File: src/klsa_pkg.sv
// Shared types, constants and codes for the keyed light slot allocator.
`default_nettype none

package klsa_pkg;

    localparam int LIGHTS     = 32;
    localparam int IDX_W      = (LIGHTS > 1) ? $clog2(LIGHTS) : 1;

    localparam int OP_W       = 2;
    localparam int KEY_W      = 16;
    localparam int TIME_W     = 32;
    localparam int ELAP_W     = 16;
    localparam int POS_W      = 24;
    localparam int SLOT_W     = 5;
    localparam int RAD_W      = 16;
    localparam int DEC_W      = 16;
    localparam int HOW_W      = 2;

    localparam int DIFF_W     = POS_W + 1;
    localparam int SQ_W       = 2 * POS_W;
    localparam int DIST_W     = SQ_W + 2;
    localparam int PROD_W     = ELAP_W + DEC_W;
    localparam int LOSS_SHIFT = 10;
    localparam int LOSS_W     = PROD_W - LOSS_SHIFT;

    localparam logic [OP_W-1:0] OP_ALLOC = 2'd0;
    localparam logic [OP_W-1:0] OP_WRITE = 2'd1;
    localparam logic [OP_W-1:0] OP_DECAY = 2'd2;

    localparam logic [HOW_W-1:0] HOW_KEY      = 2'd0;
    localparam logic [HOW_W-1:0] HOW_EXPIRED  = 2'd1;
    localparam logic [HOW_W-1:0] HOW_FARTHEST = 2'd2;
    localparam logic [HOW_W-1:0] HOW_NONE     = 2'd3;

    localparam logic [IDX_W-1:0] LAST_IDX = IDX_W'(LIGHTS - 1);

    typedef struct packed {
        logic [KEY_W-1:0]         key;
        logic [TIME_W-1:0]        expiry;
        logic [RAD_W-1:0]         radius;
        logic [DEC_W-1:0]         decay;
        logic signed [POS_W-1:0]  ox;
        logic signed [POS_W-1:0]  oy;
        logic signed [POS_W-1:0]  oz;
    } t_entry;

    typedef struct packed {
        logic              we;
        logic [IDX_W-1:0]  waddr;
        t_entry            wdata;
        logic              re;
        logic [IDX_W-1:0]  raddr;
    } t_mem_req;

    typedef struct packed {
        logic                     vld;
        logic [IDX_W-1:0]         idx;
        logic signed [POS_W-1:0]  ox;
        logic signed [POS_W-1:0]  oy;
        logic signed [POS_W-1:0]  oz;
        logic signed [POS_W-1:0]  px;
        logic signed [POS_W-1:0]  py;
        logic signed [POS_W-1:0]  pz;
    } t_dist_req;

    typedef struct packed {
        logic               vld;
        logic [IDX_W-1:0]   idx;
        logic [DIST_W-1:0]  sq_dist;
    } t_dist_rsp;

    typedef enum logic [2:0] {
        ST_IDLE,
        ST_SCAN,
        ST_DRAIN,
        ST_COMMIT,
        ST_WREAD,
        ST_WDATA,
        ST_RESP
    } t_state;

endpackage

`default_nettype wire

File: src/klsa_dist.sv
// Three-stage squared distance pipeline between a slot origin and the viewer.
`default_nettype none

module klsa_dist (
    input  wire logic                i_clk,
    input  wire logic                i_rst_n,
    input  wire klsa_pkg::t_dist_req i_req,
    output klsa_pkg::t_dist_rsp      o_rsp
);

    logic                                   r_s1_vld, r_s2_vld, r_s3_vld;
    logic [klsa_pkg::IDX_W-1:0]             r_s1_idx, r_s2_idx, r_s3_idx;
    logic signed [klsa_pkg::DIFF_W-1:0]     r_dx, r_dy, r_dz;
    logic [klsa_pkg::SQ_W-1:0]              r_qx, r_qy, r_qz;
    logic [klsa_pkg::DIST_W-1:0]            r_sum;
    logic signed [2*klsa_pkg::DIFF_W-1:0]   n_qx, n_qy, n_qz;

    assign n_qx = r_dx * r_dx;
    assign n_qy = r_dy * r_dy;
    assign n_qz = r_dz * r_dz;

    always_ff @(posedge i_clk) begin
        if (!i_rst_n) begin
            r_s1_vld <= 1'b0;
            r_s2_vld <= 1'b0;
            r_s3_vld <= 1'b0;
        end else begin
            r_s1_vld <= i_req.vld;
            r_s2_vld <= r_s1_vld;
            r_s3_vld <= r_s2_vld;
        end
    end

    always_ff @(posedge i_clk) begin
        r_s1_idx <= i_req.idx;
        r_s2_idx <= r_s1_idx;
        r_s3_idx <= r_s2_idx;
        r_dx <= $signed({i_req.ox[klsa_pkg::POS_W-1], i_req.ox})
              - $signed({i_req.px[klsa_pkg::POS_W-1], i_req.px});
        r_dy <= $signed({i_req.oy[klsa_pkg::POS_W-1], i_req.oy})
              - $signed({i_req.py[klsa_pkg::POS_W-1], i_req.py});
        r_dz <= $signed({i_req.oz[klsa_pkg::POS_W-1], i_req.oz})
              - $signed({i_req.pz[klsa_pkg::POS_W-1], i_req.pz});
        r_qx <= n_qx[klsa_pkg::SQ_W-1:0];
        r_qy <= n_qy[klsa_pkg::SQ_W-1:0];
        r_qz <= n_qz[klsa_pkg::SQ_W-1:0];
        r_sum <= klsa_pkg::DIST_W'(r_qx) + klsa_pkg::DIST_W'(r_qy)
               + klsa_pkg::DIST_W'(r_qz);
    end

    assign o_rsp = '{vld: r_s3_vld, idx: r_s3_idx, sq_dist: r_sum};

endmodule

`default_nettype wire

File: config.mk
export PLATFORM = sky130hd
export DESIGN_NAME = klsa_dist
export DESIGN_NICKNAME = d
export VERILOG_FILES = /design/src/klsa_pkg.sv /design/src/klsa_dist.sv
export SDC_FILE = /design/constraint.sdc
export NUM_CORES = 2
export LEC_CHECK = 0
export BUFFER_PORTS_ARGS = -buffer_cell sky130_fd_sc_hd__buf_2
export CORE_ASPECT_RATIO = 2
export CORE_MARGIN = 3
export CORE_UTILIZATION = 45
export CTS_CLUSTER_DIAMETER = 150
export CTS_CLUSTER_SIZE = 14
export DETAILED_ROUTE_END_ITERATION = 10
export PLACE_DENSITY = 0.71
export SLEW_MARGIN = 15
export SYNTH_ARGS = -nofsm -noshare
export SYNTH_HDL_FRONTEND = slang
export SYNTH_SLANG_ARGS = --single-unit
File: constraint.sdc
create_clock -name i_clk -period 7.3 [get_ports i_clk]
set_clock_uncertainty 0.1 [all_clocks]
set_input_delay 1.46 -clock i_clk [delete_from_list [all_inputs] [get_ports i_clk]]
set_output_delay 1.46 -clock i_clk [all_outputs]
set_load 0.02 [all_outputs]
## Yosys cells after proc, flatten, opt, wreduce, memory -nomap -nowiden

Cells that the tools add are included.

- Word-level logic and storage cells: 21
- Input port bits: 152
- Flip-flop bits (word level): 287

- $mul: 3
- Add/sub/neg operators: 5

Operators with widths:

| kind | number |
|---|---|
| $mul A25 B25 Y48 | 3 |
| $sub A24 B24 Y25 | 3 |
| $add A49 B48 Y50 | 1 |
| $add A48 B48 Y49 | 1 |

## Logic depth before layout (Yosys ltp)

- Depth after elaboration: 2
- Mapped depth: 29
- Mapped depth without buffers: 27

## Worst setup path after synthesis

Ideal clock, no wire load.

- Kind: register -> register
- Start: reg r_dx[20] in the netlist's numbering
- End: reg r_qx[47] in the netlist's numbering
- Data arrival time: 7212 ps
- Setup slack: -98 ps
- Setup time: 86 ps
- Data required time: 7114 ps
- Period minus slack after synthesis: 7398 ps
- Stages on the path, launching flop included: 27
- Cell sequence: dfxtp_1 > clkbuf_1 > clkbuf_1 > nand2_1 > fa_1 > inv_1 > fa_1 > fa_1 > inv_1 > fa_1 > inv_1 > fa_1 > fa_1 > inv_1 > fa_1 > inv_1 > ha_1 > a21o_1 > a21o_1 > a2111oi_2 > nor2_1 > or4b_1 > a21oi_2 > o31a_4 > o211ai_4 > o311a_1 > a211oi_1

- Word-level cells in the longest chain between the ends: 1

Ends and longest elaborated chain:

| element | line | source |
|---|---|---|
| start: declaration | klsa_dist.sv:13 | `logic signed [klsa_pkg::DIFF_W-1:0] r_dx, r_dy, r_dz;` |
| start signal: assignment | klsa_dist.sv:38 | `r_dx <= $signed({i_req.ox[klsa_pkg::POS_W-1], i_req.ox})` |
| $mul A25 B25 Y48 | klsa_dist.sv:18 | `assign n_qx = r_dx * r_dx;` |
| via n_qx (one bit) | klsa_dist.sv:16 | `logic signed [2*klsa_pkg::DIFF_W-1:0] n_qx, n_qy, n_qz;` |
| end signal: assignment | klsa_dist.sv:44 | `r_qx <= n_qx[klsa_pkg::SQ_W-1:0];` |
| end: declaration | klsa_dist.sv:14 | `logic [klsa_pkg::SQ_W-1:0] r_qx, r_qy, r_qz;` |

The timed path passes the listed nets, and every way through them passes these cells.
A chain may end at the register's enable or synchronous reset.

## Final worst setup path

- Start: reg r_dx[15] in the netlist's numbering
- End: reg r_qx[47] in the netlist's numbering

Same word-level chain as after synthesis.

==> results_dict.tcl <==
set metrics [dict create \
    status "finished clean" \
    drt-total-wl_um 211800 \
    end_kind "flop" \
    clk_latency_ns 0.62 \
    drv_slew 0 \
    layout_setup_ws_ns 0.1480 \
    seq_area_frac_synth 0.07841 \
    synth_area_mm2 0.07251 \
    instances_no_fill 10341 \
    avgSynthCellArea_um2 9.640 \
    ys_seq_elements 284 \
    gp_congestion 0.9992 \
    clock_sinks 284 \
    dr.pass1.iters 6 \
    path_depth 26 \
    layout_common_cells "inv_1 (2143), fa_1 (1790), nand2_1 (604), buf_4 (604), ha_1 (556)" \
    required_ns 7.71 \
    synthCells 7522 \
    crit_family "adder cells" \
    fp.dieW_um 289.9 \
    post_drt_via_cell_ratio 5.152 \
    die_h_um 573.7 \
    grt_pass1_wl_um 328000 \
    dp.cells 10263 \
    post-route-util 0.5180 \
    io_pins 208 \
    grt_max_degree 37 \
    root_buffer "clkbuf_16" \
    criticalPathCategory "reg -> reg" \
    cap_violations 0 \
    initial_core_util 0.4545 \
    max_clock_freq_mhz 139.8 \
    crit_buf_inv 8 \
    core_mm2 0.1595 \
    io_buffers 207 \
    place_ws_ns -0.2999 \
    cts_buffer_depth 3 \
    netlist-cell-type-count 72 \
    crit_fanout 5 \
    via_count 53277 \
    max_slew_margin 0.4580 \
    antenna_left 0 \
    reg2regPathDepth 26 \
    synth-edff-count 0 \
    synth-main-ff-cell "dfxtp_1" \
    hold_violations 0 \
    postSynth.asyncResetShare 0 \
    area_growth_pct 13.96 \
    critPathLaunchType "flop" \
    ctsHoldBuffers 0 \
    crit_path_frequent_cell "fa_1" \
    slowest_stage "fa_1" \
    yosysWarnings 0 \
    hp-class "reg -> reg" \
    tightest_slew_ns 0.8068 \
    clk_pin_slew_worst_paths_ns 0.08 \
    grtUsageTotal 0.2569 \
    cts_tree "built" \
    antenna_found_initial 6 \
    grt_pass1_vias 62210 \
    die_area_mm2 0.1663 \
    final_common_cell "inv_1" \
    slowest_delay_ns 0.54 \
    fin_crit_sh 0.9797 \
    setup_violations 0 \
    grt_overflow 0 \
    whs_path_depth 0 \
    drc 0 \
    rsz0062_at_grt "yes" \
    nets 10787 \
    drive_gt1_frac 0.1379 \
    wire_per_inst_um 20.48 \
    hold_slack_ns 0.2295 \
    post-route-min-period_ns 7.152 \
    cts_made_buffers 24 \
    h-tree-depth 1 \
    drtIter0Drc 2471 \
    num_rows 207 \
    arrival_ns 7.56 \
    hpwl_um 184800 \
]
## worst reg2reg max path, cell delays in order (launching register included)
cell and delay (ns):
dfxtp_2 0.33, buf_6 0.12, buf_4 0.13, and2_2 0.22, fa_1 0.55, inv_1 0.05
fa_1 0.51, inv_1 0.06, fa_1 0.47, inv_1 0.05, fa_1 0.53, inv_1 0.07
fa_1 0.49, fa_1 0.49, inv_1 0.05, fa_1 0.47, inv_1 0.04, ha_1 0.28
and4_1 0.21, and3_4 0.19, nor2b_2 0.16, or4b_4 0.53, a21oi_4 0.18, o31a_4 0.19
o211ai_4 0.09, o311a_1 0.36, a211oi_2 0.15
## metal layers
metal / vias up / routed length (um) / part of all wire / global-route usage
met1: 27318 / 64200 / 0.30 / 0.2397
met5: - / 12 / 0.000057 / 0
li1: 23472 / - / - / -
met4: 2 / 22530 / 0.11 / 0.2143
met2: 1652 / 116000 / 0.55 / 0.4910
met3: 833 / 9107 / 0.043 / 0.03213
## registers in the layout (all words and copies together) (netlist names), 5 cells and up
signal and flops:
r_dy 25, r_qy 47, r_qx 47, r_sum 50
r_qz 47, r_s2_idx 5, r_dx 25, r_s1_idx 5
r_s3_idx 5, r_dz 25
## final timing paths
| check | from | end | slack [ns] |
|---|---|---|---|
| max | r_dx[15]$_DFF_P_ | r_qx[47]$_DFF_P_ | 0.15 |
| min | r_s2_idx[2]$_DFF_P_ | r_s3_idx[2]$_DFF_P_ | 0.23 |
| max reg2reg | r_dx[15]$_DFF_P_ | r_qx[47]$_DFF_P_ | 0.15 |
| min reg2reg | r_s2_idx[2]$_DFF_P_ | r_s3_idx[2]$_DFF_P_ | 0.23 |
## timing repair
item                       CTS  global route
setup endpoints to repair   34            51
hold endpoints to repair     0             0
gates resized for setup     54           252
cloned                       0             4
buffers inserted             1            42
pin swaps                    8            95
## layout make-up
cell class | instances | area [um2]
multi-input combinational | 4892 | 58630
clock inverter | 3 | 55.05
fill | 14430 | 76910
antenna | 4 | 10.01
inverter | 2161 | 8129
sequential | 284 | 5834
clock buffer | 24 | 600.6
tap | 2090 | 2615
timing repair buffer | 883 | 6761
## cells in the mapped netlist (38+ instances only)
| master | number | area share |
|---|---|---|
| nor2_1 | 219 | 0.011 |
| a21oi_1 | 211 | 0.015 |
| fa_1 | 1822 | 0.50 |
| nand3_1 | 46 | 0.0032 |
| inv_1 | 2157 | 0.11 |
| and2_1 | 362 | 0.031 |
| nor2b_1 | 74 | 0.0064 |
| xnor2_1 | 233 | 0.028 |
| xor2_1 | 67 | 0.0081 |
| a21o_1 | 126 | 0.013 |
| nand2_1 | 617 | 0.032 |
| dfxtp_1 | 284 | 0.078 |
| nor3_1 | 38 | 0.0026 |
| ha_1 | 567 | 0.098 |
| o21ai_0 | 104 | 0.0072 |
| a211oi_1 | 40 | 0.0041 |
| nand2b_1 | 48 | 0.0041 |
| clkbuf_1 | 185 | 0.0096 |
## stage by stage
stage	TNS [ns]	instance area, um2
4_1_cts	0	81340
6_report	0	82640
2_1_floorplan	0	72520
3_3_place_gp	-2.484	80550
3_5_place_dp	-4.624	80550
5_1_grt	-0.1363	82630
## kinds of logic after synthesis
family          count (synthesis)  synth area share
simple gates                 1511            0.1007
buf+inv                      2348            0.1216
mux                             7         0.0009663
flops                         284           0.07841
compound gates                682           0.06117
xor+xnor                      300           0.03624
other cells                     1        0.00005171
fa+ha+maj                    2389            0.6008
Power is left out: the tool's default activity adds up to more than one toggle a clock period on the data nets, which glitch-free logic cannot reach.
