$ cat src/klsa_pkg.sv
// Shared types, constants and codes for the keyed light slot allocator.
`default_nettype none

package klsa_pkg;

    localparam int LIGHTS     = 32;
    localparam int IDX_W      = (LIGHTS > 1) ? $clog2(LIGHTS) : 1;

    localparam int OP_W       = 2;
    localparam int KEY_W      = 16;
    localparam int TIME_W     = 32;
    localparam int ELAP_W     = 16;
    localparam int POS_W      = 24;
    localparam int SLOT_W     = 5;
    localparam int RAD_W      = 16;
    localparam int DEC_W      = 16;
    localparam int HOW_W      = 2;

    localparam int DIFF_W     = POS_W + 1;
    localparam int SQ_W       = 2 * POS_W;
    localparam int DIST_W     = SQ_W + 2;
    localparam int PROD_W     = ELAP_W + DEC_W;
    localparam int LOSS_SHIFT = 10;
    localparam int LOSS_W     = PROD_W - LOSS_SHIFT;

    localparam logic [OP_W-1:0] OP_ALLOC = 2'd0;
    localparam logic [OP_W-1:0] OP_WRITE = 2'd1;
    localparam logic [OP_W-1:0] OP_DECAY = 2'd2;

    localparam logic [HOW_W-1:0] HOW_KEY      = 2'd0;
    localparam logic [HOW_W-1:0] HOW_EXPIRED  = 2'd1;
    localparam logic [HOW_W-1:0] HOW_FARTHEST = 2'd2;
    localparam logic [HOW_W-1:0] HOW_NONE     = 2'd3;

    localparam logic [IDX_W-1:0] LAST_IDX = IDX_W'(LIGHTS - 1);

    typedef struct packed {
        logic [KEY_W-1:0]         key;
        logic [TIME_W-1:0]        expiry;
        logic [RAD_W-1:0]         radius;
        logic [DEC_W-1:0]         decay;
        logic signed [POS_W-1:0]  ox;
        logic signed [POS_W-1:0]  oy;
        logic signed [POS_W-1:0]  oz;
    } t_entry;

    typedef struct packed {
        logic              we;
        logic [IDX_W-1:0]  waddr;
        t_entry            wdata;
        logic              re;
        logic [IDX_W-1:0]  raddr;
    } t_mem_req;

    typedef struct packed {
        logic                     vld;
        logic [IDX_W-1:0]         idx;
        logic signed [POS_W-1:0]  ox;
        logic signed [POS_W-1:0]  oy;
        logic signed [POS_W-1:0]  oz;
        logic signed [POS_W-1:0]  px;
        logic signed [POS_W-1:0]  py;
        logic signed [POS_W-1:0]  pz;
    } t_dist_req;

    typedef struct packed {
        logic               vld;
        logic [IDX_W-1:0]   idx;
        logic [DIST_W-1:0]  sq_dist;
    } t_dist_rsp;

    typedef enum logic [2:0] {
        ST_IDLE,
        ST_SCAN,
        ST_DRAIN,
        ST_COMMIT,
        ST_WREAD,
        ST_WDATA,
        ST_RESP
    } t_state;

endpackage

`default_nettype wire

$ cat src/klsa_ctrl.sv
// Sequencer: request capture, table scan, decay read-modify-write and result register.
`default_nettype none

module klsa_ctrl (
    input  wire logic                                i_clk,
    input  wire logic                                i_rst_n,
    input  wire logic                                i_valid,
    output logic                                     o_stall,
    input  wire logic [klsa_pkg::OP_W-1:0]           i_opcode,
    input  wire logic [klsa_pkg::KEY_W-1:0]          i_light_key,
    input  wire logic [klsa_pkg::TIME_W-1:0]         i_now_time,
    input  wire logic [klsa_pkg::ELAP_W-1:0]         i_elapsed_time,
    input  wire logic signed [klsa_pkg::POS_W-1:0]   i_pos_x,
    input  wire logic signed [klsa_pkg::POS_W-1:0]   i_pos_y,
    input  wire logic signed [klsa_pkg::POS_W-1:0]   i_pos_z,
    input  wire logic [klsa_pkg::SLOT_W-1:0]         i_slot_index,
    input  wire logic [klsa_pkg::RAD_W-1:0]          i_new_radius,
    input  wire logic [klsa_pkg::TIME_W-1:0]         i_expiry_time,
    input  wire logic [klsa_pkg::DEC_W-1:0]          i_decay_rate,
    output logic                                     o_valid,
    input  wire logic                                i_stall,
    output logic [klsa_pkg::SLOT_W-1:0]              o_chosen_slot,
    output logic [klsa_pkg::HOW_W-1:0]               o_how_chosen,
    output klsa_pkg::t_mem_req                       o_mem_req,
    input  wire klsa_pkg::t_entry                    i_rdata,
    output klsa_pkg::t_dist_req                      o_dist_req,
    input  wire klsa_pkg::t_dist_rsp                 i_dist_rsp
);

    klsa_pkg::t_state                   r_state, n_state;

    logic [klsa_pkg::OP_W-1:0]          r_op;
    logic [klsa_pkg::KEY_W-1:0]         r_key;
    logic [klsa_pkg::TIME_W-1:0]        r_now;
    logic [klsa_pkg::ELAP_W-1:0]        r_elapsed;
    logic signed [klsa_pkg::POS_W-1:0]  r_px, r_py, r_pz;
    logic [klsa_pkg::SLOT_W-1:0]        r_idx;
    logic [klsa_pkg::RAD_W-1:0]         r_radius;
    logic [klsa_pkg::TIME_W-1:0]        r_expiry;
    logic [klsa_pkg::DEC_W-1:0]         r_decay;

    logic [klsa_pkg::IDX_W-1:0]         r_addr;
    logic                               r_rd_vld;
    logic [klsa_pkg::IDX_W-1:0]         r_rd_idx;

    logic                               r_key_hit, r_exp_hit;
    logic [klsa_pkg::IDX_W-1:0]         r_key_idx, r_exp_idx, r_best_idx;
    logic [klsa_pkg::DIST_W-1:0]        r_best;

    logic                               r_dc_vld, r_dc_live;
    logic [klsa_pkg::IDX_W-1:0]         r_dc_idx;
    klsa_pkg::t_entry                   r_dc_ent;
    logic [klsa_pkg::PROD_W-1:0]        r_dc_prod;

    logic [klsa_pkg::SLOT_W-1:0]        r_res_slot, r_out_slot;
    logic [klsa_pkg::HOW_W-1:0]         r_res_how, r_out_how;
    logic                               r_out_vld;

    logic                               w_accept, w_load_out, w_idx_ok, w_drain_done;
    logic [klsa_pkg::IDX_W-1:0]         w_pick_idx;
    logic [klsa_pkg::HOW_W-1:0]         w_pick_how;
    logic [klsa_pkg::LOSS_W-1:0]        w_loss;
    logic [klsa_pkg::RAD_W-1:0]         w_dc_radius;
    klsa_pkg::t_mem_req                 n_req;

    assign w_accept = i_valid && !o_stall;
    assign w_idx_ok = 32'(r_idx) < 32'(klsa_pkg::LIGHTS);

    assign w_drain_done = (r_op == klsa_pkg::OP_ALLOC)
                        ? (i_dist_rsp.vld && i_dist_rsp.idx == klsa_pkg::LAST_IDX)
                        : (r_dc_vld && r_dc_idx == klsa_pkg::LAST_IDX);

    assign w_pick_idx = r_key_hit ? r_key_idx : (r_exp_hit ? r_exp_idx : r_best_idx);
    assign w_pick_how = r_key_hit ? klsa_pkg::HOW_KEY
                      : (r_exp_hit ? klsa_pkg::HOW_EXPIRED : klsa_pkg::HOW_FARTHEST);

    assign w_loss      = r_dc_prod[klsa_pkg::PROD_W-1:klsa_pkg::LOSS_SHIFT];
    assign w_dc_radius = (w_loss >= klsa_pkg::LOSS_W'(r_dc_ent.radius))
                       ? '0 : r_dc_ent.radius - w_loss[klsa_pkg::RAD_W-1:0];

    always_comb begin
        n_state = r_state;
        unique case (r_state)
            klsa_pkg::ST_IDLE: begin
                if (i_valid) begin
                    case (i_opcode) inside
                        klsa_pkg::OP_ALLOC, klsa_pkg::OP_DECAY: n_state = klsa_pkg::ST_SCAN;
                        klsa_pkg::OP_WRITE:                     n_state = klsa_pkg::ST_WREAD;
                        default:                                n_state = klsa_pkg::ST_RESP;
                    endcase
                end
            end
            klsa_pkg::ST_SCAN: begin
                if (r_addr == klsa_pkg::LAST_IDX) begin
                    n_state = klsa_pkg::ST_DRAIN;
                end
            end
            klsa_pkg::ST_DRAIN: begin
                if (w_drain_done) begin
                    n_state = (r_op == klsa_pkg::OP_ALLOC) ? klsa_pkg::ST_COMMIT
                                                           : klsa_pkg::ST_RESP;
                end
            end
            klsa_pkg::ST_COMMIT: n_state = klsa_pkg::ST_RESP;
            klsa_pkg::ST_WREAD:  n_state = klsa_pkg::ST_WDATA;
            klsa_pkg::ST_WDATA:  n_state = klsa_pkg::ST_RESP;
            klsa_pkg::ST_RESP: begin
                if (!r_out_vld || !i_stall) begin
                    n_state = klsa_pkg::ST_IDLE;
                end
            end
            default: n_state = klsa_pkg::ST_IDLE;
        endcase
    end

    always_comb begin
        n_req      = '0;
        o_stall    = 1'b1;
        w_load_out = 1'b0;
        unique case (r_state)
            klsa_pkg::ST_IDLE: o_stall = 1'b0;
            klsa_pkg::ST_SCAN: begin
                n_req.re    = 1'b1;
                n_req.raddr = r_addr;
            end
            klsa_pkg::ST_COMMIT: begin
                n_req.we        = 1'b1;
                n_req.waddr     = w_pick_idx;
                n_req.wdata.key = r_key;
            end
            klsa_pkg::ST_WREAD: begin
                n_req.re    = 1'b1;
                n_req.raddr = klsa_pkg::IDX_W'(r_idx);
            end
            klsa_pkg::ST_WDATA: begin
                n_req.we    = w_idx_ok;
                n_req.waddr = klsa_pkg::IDX_W'(r_idx);
                n_req.wdata = '{key: i_rdata.key, expiry: r_expiry, radius: r_radius,
                                decay: r_decay, ox: r_px, oy: r_py, oz: r_pz};
            end
            klsa_pkg::ST_RESP: w_load_out = !r_out_vld || !i_stall;
            default: ;
        endcase
        // decay write-back follows its read through the table read register and the r_dc_ registers
        if (r_dc_vld && r_dc_live) begin
            n_req.we           = 1'b1;
            n_req.waddr        = r_dc_idx;
            n_req.wdata        = r_dc_ent;
            n_req.wdata.radius = w_dc_radius;
        end
    end

    assign o_mem_req  = n_req;
    assign o_dist_req = '{vld: r_rd_vld && (r_op == klsa_pkg::OP_ALLOC), idx: r_rd_idx,
                          ox: i_rdata.ox, oy: i_rdata.oy, oz: i_rdata.oz,
                          px: r_px, py: r_py, pz: r_pz};

    always_ff @(posedge i_clk) begin
        if (!i_rst_n) begin
            r_state   <= klsa_pkg::ST_IDLE;
            r_addr    <= '0;
            r_rd_vld  <= 1'b0;
            r_key_hit <= 1'b0;
            r_exp_hit <= 1'b0;
            r_best    <= '0;
            r_best_idx <= '0;
            r_dc_vld  <= 1'b0;
            r_out_vld <= 1'b0;
        end else begin
            r_state  <= n_state;
            r_rd_vld <= (r_state == klsa_pkg::ST_SCAN);
            r_dc_vld <= r_rd_vld && (r_op == klsa_pkg::OP_DECAY);

            if (w_accept) begin
                r_addr <= '0;
            end else if (r_state == klsa_pkg::ST_SCAN) begin
                r_addr <= r_addr + klsa_pkg::IDX_W'(1);
            end

            if (w_accept) begin
                r_key_hit  <= 1'b0;
                r_exp_hit  <= 1'b0;
                r_best     <= '0;
                r_best_idx <= '0;
            end else begin
                if (r_rd_vld && (r_op == klsa_pkg::OP_ALLOC)) begin
                    if (!r_key_hit && (r_key != '0) && (i_rdata.key == r_key)) begin
                        r_key_hit <= 1'b1;
                    end
                    if (!r_exp_hit && (i_rdata.expiry < r_now)) begin
                        r_exp_hit <= 1'b1;
                    end
                end
                // first strict maximum wins
                if (i_dist_rsp.vld && (i_dist_rsp.sq_dist > r_best)) begin
                    r_best     <= i_dist_rsp.sq_dist;
                    r_best_idx <= i_dist_rsp.idx;
                end
            end

            if (w_load_out) begin
                r_out_vld <= 1'b1;
            end else if (!i_stall) begin
                r_out_vld <= 1'b0;
            end
        end
    end

    always_ff @(posedge i_clk) begin
        if (w_accept) begin
            r_op      <= i_opcode;
            r_key     <= i_light_key;
            r_now     <= i_now_time;
            r_elapsed <= i_elapsed_time;
            r_px      <= i_pos_x;
            r_py      <= i_pos_y;
            r_pz      <= i_pos_z;
            r_idx     <= i_slot_index;
            r_radius  <= i_new_radius;
            r_expiry  <= i_expiry_time;
            r_decay   <= i_decay_rate;
            r_res_slot <= (i_opcode == klsa_pkg::OP_WRITE) ? i_slot_index : '0;
            r_res_how  <= klsa_pkg::HOW_NONE;
        end else if (r_state == klsa_pkg::ST_COMMIT) begin
            r_res_slot <= klsa_pkg::SLOT_W'(w_pick_idx);
            r_res_how  <= w_pick_how;
        end

        r_rd_idx <= r_addr;
        if (r_rd_vld && (r_op == klsa_pkg::OP_ALLOC)) begin
            if (!r_key_hit && (r_key != '0) && (i_rdata.key == r_key)) begin
                r_key_idx <= r_rd_idx;
            end
            if (!r_exp_hit && (i_rdata.expiry < r_now)) begin
                r_exp_idx <= r_rd_idx;
            end
        end

        r_dc_idx  <= r_rd_idx;
        r_dc_ent  <= i_rdata;
        r_dc_live <= !(i_rdata.expiry < r_now) && (i_rdata.radius != '0);
        r_dc_prod <= klsa_pkg::PROD_W'(r_elapsed) * klsa_pkg::PROD_W'(i_rdata.decay);

        if (w_load_out) begin
            r_out_slot <= r_res_slot;
            r_out_how  <= r_res_how;
        end
    end

    assign o_valid       = r_out_vld;
    assign o_chosen_slot = r_out_slot;
    assign o_how_chosen  = r_out_how;

endmodule

`default_nettype wire
$ cat config.mk
export PLATFORM = sky130hd
export DESIGN_NAME = klsa_ctrl
export DESIGN_NICKNAME = d
export VERILOG_FILES = /design/src/klsa_pkg.sv /design/src/klsa_ctrl.sv
export SDC_FILE = /design/constraint.sdc
export NUM_CORES = 1
export LEC_CHECK = 0
export ABC_AREA = 1
export BUFFER_PORTS_ARGS = -buffer_cell sky130_fd_sc_hd__buf_2
export CORE_MARGIN = 5
export CORE_UTILIZATION = 30
export DETAILED_ROUTE_END_ITERATION = 10
export SLEW_MARGIN = 20
export SYNTH_ARGS = -nofsm -noshare
export SYNTH_HDL_FRONTEND = slang
export SYNTH_SLANG_ARGS = --single-unit
$ cat constraint.sdc
create_clock -name i_clk -period 8.4 [get_ports i_clk]
set_clock_uncertainty 0.2 [all_clocks]
set_input_delay 1.68 -clock i_clk [delete_from_list [all_inputs] [get_ports i_clk]]
set_output_delay 1.68 -clock i_clk [all_outputs]
set_load 0.01 [all_outputs]
# [After elaboration in Yosys (flattened, before gate mapping)]
# Cells that the tools add are included.
[op_classes] addsub=2 mul=1 shift=0 n_mux=25 n_reduce_logical=29 magnitude_cmp=3 div_mod_pow=0 bitwise=1 n_eq_ne=18
[ops] op="158-bit 2-to-1 mux" count=1
[ops] op="136-bit 2-to-1 mux" count=1
[ops] op="50-bit > comparator" count=1
[ops] op="22-bit one-hot mux with 2 select lines" count=1
[ops] op="32-bit < comparator" count=1
[ops] op="16-bit by 16-bit multiplier with 32-bit output" count=1
[ops] op="16-bit nonzero test" count=2
[ops] op="5-bit 2-to-1 mux" count=5
[ops] op="22-bit by 16-bit greater-or-equal comparator with 1-bit output" count=1
[ops] op="3-bit 2-to-1 mux" count=6
[ops] op="3-bit one-hot mux with 6 select lines" count=1
[ops] op="16-bit == test" count=1
[ops] op="16-bit 2-to-1 mux" count=1
[ops] op="16-bit subtractor" count=1
[ops] op="5-bit == test, second input constant" count=3
[ops] op="6-bit one-hot mux with 2 select lines" count=1
[ops] op="1-bit logical AND" count=11
[ops] op="3-bit == test, second input constant" count=3
[ops] op="2-bit != test, second input constant" count=4
[ops] op="3-bit by 2-bit == test with 1-bit output, second input constant" count=2
[ops] op="2-bit 2-to-1 mux" count=3
[ops] op="2-bit OR reduction" count=3
[ops] op="5-bit by 1-bit adder with 5-bit output, second input constant" count=1
[ops] op="1-bit logical NOT" count=5
[ops] op="12 further kinds" count=19
[word_totals] latchBits=0 elab_cells=116 rom_bits=0 mem_bits_rw=0 memories=0 in_bits=419 regBits=494 output_inout_bits=323

# [Depth between registers and ports, before layout]
# Gate-level depths: netlist of run 1.
[depth] depth_word=5 mapped_depth=27 ltp_nobuf=25

# [Worst setup path after synthesis of run 1]
# No wires, ideal clock.
[synth_path] path_kind="input-to-reg" startpoint="in i_rdata[87] (netlist name)" endpoint="reg r_dc_prod[26] (netlist name)" path_slack_ns=1.340 arrival_ns=6.748 setup_time_ns=0.112 t_required_ns=8.088 n_path_buf=2 path_stages=21 path_cell_list="clkbuf_1 > clkbuf_1 > nand2_1 > fa_1 > fa_1 > inv_1 > fa_1 > fa_1 > fa_1 > inv_1 > fa_1 > inv_1 > ha_1 > nand2_1 > nand2_1 > a21boi_0 > o21ai_0 > a211oi_1 > nand2_1 > nand2_1 > nand2_1"
[synth_via] elab_chain_cells=1
[synth_rtl] item="start, declared" line_no="klsa_ctrl.sv:25" source="input wire klsa_pkg::t_entry i_rdata,"
[synth_rtl] item="16-bit by 16-bit multiplier with 32-bit output" line_no="klsa_ctrl.sv:242" source="r_dc_prod <= klsa_pkg::PROD_W'(r_elapsed) * klsa_pkg::PROD_W'(i_rdata.decay);"
[synth_rtl] item="end signal, assigned" line_no="klsa_ctrl.sv:242"
[synth_rtl] item="end, declared" line_no="klsa_ctrl.sv:53" source="logic [klsa_pkg::PROD_W-1:0] r_dc_prod;"
# Every way passes these cells.
# A chain may end at the register's enable or synchronous reset.

# [Worst setup path after layout of run 1]
[layout_path] startpoint="in i_rdata[84] (netlist name)" endpoint="reg r_dc_prod[26] (netlist name)"
# Same word-level chain as after synthesis.

==> metrics.md, run 1 <==
| Metric | Value |
|---|---|
| Total setup buffers inserted after CTS | `0` |
| PortBufs | `741` |
| Largest net degree at the start of global routing | `137` |
| Syn avg cell area | `9.24 um2` |
| Post-Syn Instances | `3,149` |
| Fin. Hold Viols | `0` |
| Met3 routed WL | `8830 um` |
| Final nets | `4,588` |
| Yosys cell types | `47` |
| First-pass GRT wire length | `161,000 um` |
| Status | `finished, final reports clean` |
| Syn-to-layout area delta | `21.9%` |
| DRC Markers | `0` |
| Max Used Layer | `met5` |
| Clk_lat worst skew | `0.68 ns` |
| Detail Route Antenna Nets | `0` |
| Tcrit/Tclk final | `79.7%` |
| Post-Route M1 WL | `46,700 um` |
| Worst Tran Pin Value | `0.913 ns` |
| Vias in the first global route | `23,500` |
| Vias per inst | `4.66` |
| CTS tree | `done` |
| TritonCTS Buffers | `57` |
| Share of layout cells above drive strength 1 | `23.2%` |
| Die width | `321 um` |
| Pre-antenna DRT Iters | `5` |
| Routed wire per std cell | `22.3 um` |
| Antenna violations before repair | `25` |
| Estimated wirelength of the detail-placed design | `93,300 um` |
| Synth warnings | `0` |
| Row count | `114` |
| Vias | `23,700` |
| Max Cap Viol | `0` |
| Max-slew headroom | `39.1%` |
| Max H-tree Level | `2` |
| Final TNS setup | `0 ns` |
| Final Setup Violations | `0` |
| CTS resizes | `0` |
| Cts-stage hold buffer count | `0` |
| Flops & latches, synth | `484` |
| Slew Viols, Final | `0` |
| Netlist Area Pre-Place | `29,100 um2` |
| Area after DPL | `33,300 um2` |
| Syn nets | `3,977` |
| CP Launch Type | `primary input` |
| Worst R2R Setup Slack | `2.17 ns` |
| Final wirelength | `114,000 um` |
| Max Root-Sink Buffers | `3` |
| Worst Hold Class | `reg -> reg` |
| Seq/Total Area, Yosys | `41.2%` |
| WP data arrival | `7.06 ns` |
| CTS Root Cell | `clkbuf_16` |
| Clock-pin slew on the worst setup and hold paths | `0.06 ns` |
| Fmax achieved | `149 MHz` |
| Crit Path Max Fanout | `17` |
| DRT iter0 DRCs | `1,785` |
| RSZ-0062 raised after global routing | `false` |
| Ports | `742` |
| Die ar. | `103,000 um2` |
| Data required time of the critical path | `8.77 ns` |
| Gr ovfl total | `0` |
| Core Area | `96,400 um2` |
| Metal2 WL | `53,500 um` |
| Gp weighted congestion | `0.965` |
| Design Area, Final | `35,500 um2` |
| Initial core utilization | `30.2%` |
| Clk sinks | `484` |
| GR Util All Layers | `21.3%` |
| Die Ht | `321 um` |
| Final min period | `6.70 ns` |
| Crit path kind | `in -> reg` |
| Critical Path Sink Type | `flop` |
==> cells in the mapped netlist (all sizes together) <==
library cell / count / area (um2)
fa: 194 / 3880
a211oi: 2 / 15.0
ha: 215 / 2690
nor2: 165 / 663
nand3b: 3 / 22.5
o311ai: 1 / 8.76
clkbuf: 85 / 319
a21oi: 170 / 851
xnor2: 6 / 52.6
o211ai: 10 / 75.1
nor4: 12 / 81.3
and2: 1 / 6.26
a21boi: 5 / 37.5
xor2: 25 / 219
nand4: 17 / 106
nor3b: 1 / 7.51
a31oi: 4 / 25.0
dfxtp: 255 / 5100
nor3: 30 / 155
o31ai: 2 / 15.0
inv: 669 / 2510
nand2: 608 / 2290
edfxtp: 229 / 6880
o21a: 7 / 52.6
or2: 1 / 6.26
buf: 116 / 870
o221ai: 1 / 8.76
o22ai: 19 / 119
a22o: 120 / 1050
o21ai: 57 / 285
a21o: 9 / 67.6
a221oi: 2 / 17.5
nand3: 104 / 576
o21bai: 4 / 30.0
==> through the flow <==
stage	std cells	hold slack (ns)	setup WS (ns)	utilization, %
2_1_floorplan	3149	0.151	1.34	-
3_3_place_gp	4977	0.159	1.03	34.6
4_1_cts	5085	0.179	1.74	36.8
6_report	5095	0.177	1.70	36.8
5_1_grt	5091	0.190	1.40	36.8
3_5_place_dp	4977	0.162	1.00	34.6
==> critical path, cell delays in order <==
cell and delay (ns):
buf_2 0.32, nand2_1 0.14, fa_1 0.57, inv_1 0.05, fa_1 0.47, fa_1 0.53
fa_1 0.53, fa_1 0.57, inv_1 0.06, fa_1 0.53, inv_1 0.04, ha_1 0.34
a21oi_1 0.18, a21boi_0 0.40, o21ai_0 0.17, a211oi_1 0.30, nand2_1 0.08, nand2_1 0.06
nand2_1 0.05
==> registers in the layout, summed over array words and instances, names as in the netlist, 16 cells and up <==
signal,cells
r_best,50
r_dc_prod,22
r_py,24
r_decay,16
r_dc_ent,152
r_px,24
r_elapsed,16
r_pz,24
r_now,32
r_radius,16
r_expiry,32
r_key,16
==> cell type report <==
cell class                 instances  area, um2
tap                             1276       1600
antenna                           10       25.0
timing repair buffer             753       3810
clock inverter                    37        564
inverter                         669       2520
clock buffer                      71       1550
multi-input combinational       1795      13400
sequential                       484      12000
fill                            9876      60900
==> worst paths after layout <==
| kind | to | startpoint | depth (start not counted) |
|---|---|---|---|
| setup / recovery | r_dc_prod[26] | i_rdata[84] | 19 |
| hold / removal | r_rd_idx[2] | r_addr[2] | 0 |
| hold reg to reg | r_rd_idx[2] | r_addr[2] | 0 |
| setup reg to reg | r_dc_prod[26] | r_elapsed[5] | 18 |
==> logic make-up after synthesis <==
| kind of cell | Yosys count | share of synthesized area (%) |
|---|---|---|
| flops | 484 | 41.2 |
| buf+inv | 870 | 12.7 |
| fa+ha+maj | 409 | 22.6 |
| simple gates | 942 | 13.4 |
| compound gates | 413 | 9.14 |
| xor+xnor | 31 | 0.933 |
==> metal layers <==
layer | track usage [%] | up-vias
met5 | 0 | -
met4 | 7.98 | 4
met3 | 4.25 | 152
met2 | 35.4 | 840
met1 | 27.6 | 11600
li1 | - | 11100
==> cells in the final DEF, fill, tap and decap left out, types with 17 or more instances in the layout <==
cell type,count
buf_2,741
inv_1,655
nand2_1,607
dfxtp_1,255
edfxtp_1,229
ha_1,215
fa_1,194
a21oi_1,170
nor2_1,157
a22o_1,120
nand3_1,93
clkbuf_16,59
o21ai_0,51
nor3_1,29
xor2_1,25
o22ai_1,19
nand4_1,17
Power of run 1 is left out: the tool's default activity adds up to more than one toggle a clock period on the data nets, which glitch-free logic cannot reach.
==> run 2, diff against run 1 <==
==> constraint.sdc (replaced) <==
create_clock -name i_clk -period 6.04 [get_ports i_clk]
set_clock_uncertainty 0.2 [all_clocks]
set_input_delay 1.208 -clock i_clk [delete_from_list [all_inputs] [get_ports i_clk]]
set_output_delay 1.208 -clock i_clk [all_outputs]
set_load 0.01 [all_outputs]
==> run 2 against run 1 <==
Compared with the run above:
- critical path depth up 3
- worst hold slack worse by 0.0063 ns
- utilization up 1.1 points
- count of clock-buffer cells in the layout up 11
==> metrics.md, run 2 (same netlist as run 1, synthesis figures left out) <==
| Metric | Value |
|---|---|
| Fin util | `37.9% (+1.1 points)` |
| PortBufs | `741 (unchanged)` |
| Top Registers | `r_dc_ent x152, r_best x50` |
| Fmax achieved | `173 MHz` |
| Slew Viols, Final | `0 (unchanged)` |
| Pre-antenna DRT Iters | `5 (unchanged)` |
| DRT iter0 DRCs | `1,427 (-20%)` |
| Vias per inst | `4.53 (-2.7%)` |
| Worst Hold Class | `reg -> reg` |
| CP Launch Type | `primary input` |
| Max FFs per register | `152 (unchanged)` |
| Gp weighted congestion | `0.934 (-3.2%)` |
| Worst Tran Pin Value | `0.969 ns (+0.0557 ns)` |
| Initial core utilization | `30.2% (unchanged)` |
| Layout fillers | `9,888 (+0.12%)` |
| WP data arrival | `6.08 ns (-0.98 ns)` |
| Max-slew headroom | `35.4% (-3.7 points)` |
| Clock-pin slew on the worst setup and hold paths | `0.06 ns (about the same)` |
| Die Ht | `321 um (unchanged)` |
| Ports | `742 (unchanged)` |
| Cts-stage hold buffer count | `0 (unchanged)` |
| Estimated wirelength of the detail-placed design | `85,000 um (-8.9%)` |
| DRC Markers | `0 (unchanged)` |
| Gr ovfl total | `0 (unchanged)` |
| Routed wire per std cell | `19.9 um (-11%)` |
| Status | `finished, final reports clean` |
| Largest net degree at the start of global routing | `134 (-2.2%)` |
| Crit Path Max Fanout | `10 (-7)` |
| First-pass GRT wire length | `153,000 um (-5.3%)` |
| Die ar. | `103,000 um2 (unchanged)` |
| Detail Route Antenna Nets | `0 (unchanged)` |
| Final nets | `4,706 (+2.6%)` |
| Multi-input gate area | `13,600 um2 (+1.5%)` |
| CTS resizes | `0 (unchanged)` |
| Fin. Hold Viols | `0 (unchanged)` |
| Clk sinks | `484 (unchanged)` |
| Max H-tree Level | `2 (unchanged)` |
| Clk_lat worst skew | `0.65 ns (-0.03 ns)` |
| Die width | `321 um (unchanged)` |
| RSZ-0062 raised after global routing | `false` |
| Final Setup Violations | `0 (unchanged)` |
| Max Root-Sink Buffers | `3 (unchanged)` |
| Antenna violations before repair | `11 (-56%)` |
| Vias in the first global route | `24,000 (+2.3%)` |
| Most frequent cells in the layout | `buf_2 (741), inv_1 (647), nand2_1 (602), dfxtp_1 (255), edfxtp_1 (229)` |
| Crit path kind | `in -> reg` |
| Most flop-heavy register | `r_dc_ent` |
| Core Area | `96,400 um2 (unchanged)` |
| Final min period | `5.77 ns` |
| Final wirelength | `103,000 um (-9.1%)` |
| Most common cell after layout, fill and taps aside | `buf_2` |
| TritonCTS Buffers | `56 (-1.8%)` |
| Vias | `23,600 (-0.54%)` |
| Data required time of the critical path | `6.35 ns (-2.42 ns)` |
| Tcrit/Tclk final | `95.5%` |
| Syn-to-layout area delta | `25.4%` |
| Row count | `114 (unchanged)` |
| Sequential cell area | `12,000 um2 (unchanged)` |
| CTS Root Cell | `clkbuf_16` |
| CTS tree | `done` |
| GR Util All Layers | `19.5% (-1.8 points)` |
| Max Cap Viol | `0 (unchanged)` |
| Share of layout cells above drive strength 1 | `26.4% (+3.2 points)` |
| Critical Path Sink Type | `flop` |
run 2: per-layer routing:
layer | track usage [%] | wire (um) | up-vias
li1 | - | - | 11400
met1 | 25.3 | 44000 | 11300
met2 | 32.8 | 48700 | 810
met3 | 5.08 | 8440 | 111
met4 | 4.49 | 2260 | 4
met5 | 0 | 26 | -
run 2: worst paths after layout:
check / startpoint / end / slack, ns / depth (start not counted)
min: r_addr[2] / r_rd_idx[2] / 0.17 / 0
min reg2reg: r_addr[2] / r_rd_idx[2] / 0.17 / 0
max: i_rdata[78] / r_dc_prod[29] / 0.27 / 22
max reg2reg: r_elapsed[4] / r_dc_prod[29] / 0.33 / 22
run 2: final cells by class:
type / count / share of cell area (%)
Clock inverter: 24 / 0.943
Clock buffer: 82 / 4.49
Inverter: 669 / 6.91
Timing Repair Buffer: 872 / 13.1
Tap cell: 1276 / 4.37
Antenna cell: 6 / 0.0411
Multi-Input combinational cell: 1795 / 37.4
Sequential cell: 484 / 32.8
run 2: worst max-delay path: stages:
cell     delay [ns]
buf_2          0.18
nand2_1        0.09
inv_1          0.05
fa_1           0.53
inv_1          0.05
fa_1           0.55
fa_2           0.44
fa_1           0.49
inv_1          0.06
fa_1           0.53
inv_1          0.05
fa_1           0.49
inv_2          0.05
ha_4           0.29
nand2_4        0.06
nor2_2         0.12
inv_1          0.06
or2_0          0.23
o21ai_2        0.24
nand3_1        0.15
nand3_1        0.11
nand2_1        0.06
run 2: what timing repair did:
item | CTS | global route
buffers inserted | 0 | 5
endpoints found under the setup margin | 0 | 5
endpoints found under the hold margin | 0 | 0
run 2: metrics by stage:
step | TNS, ns | cells | area (um2) | setup WS [ns] | hold WS, ns
finish | 0 | 5208 | 36500 | 0.269 | 0.170
floorplan | -0.151 | 3149 | 29500 | -0.0502 | 0.151
global placement | -5.43 | 5091 | 34400 | -0.306 | 0.160
global route | 0 | 5205 | 36500 | 0.0222 | 0.181
detailed placement | -5.96 | 5091 | 34400 | -0.370 | 0.162
CTS | 0 | 5197 | 36400 | 0.272 | 0.171
Power of run 2 is left out for the same reason.
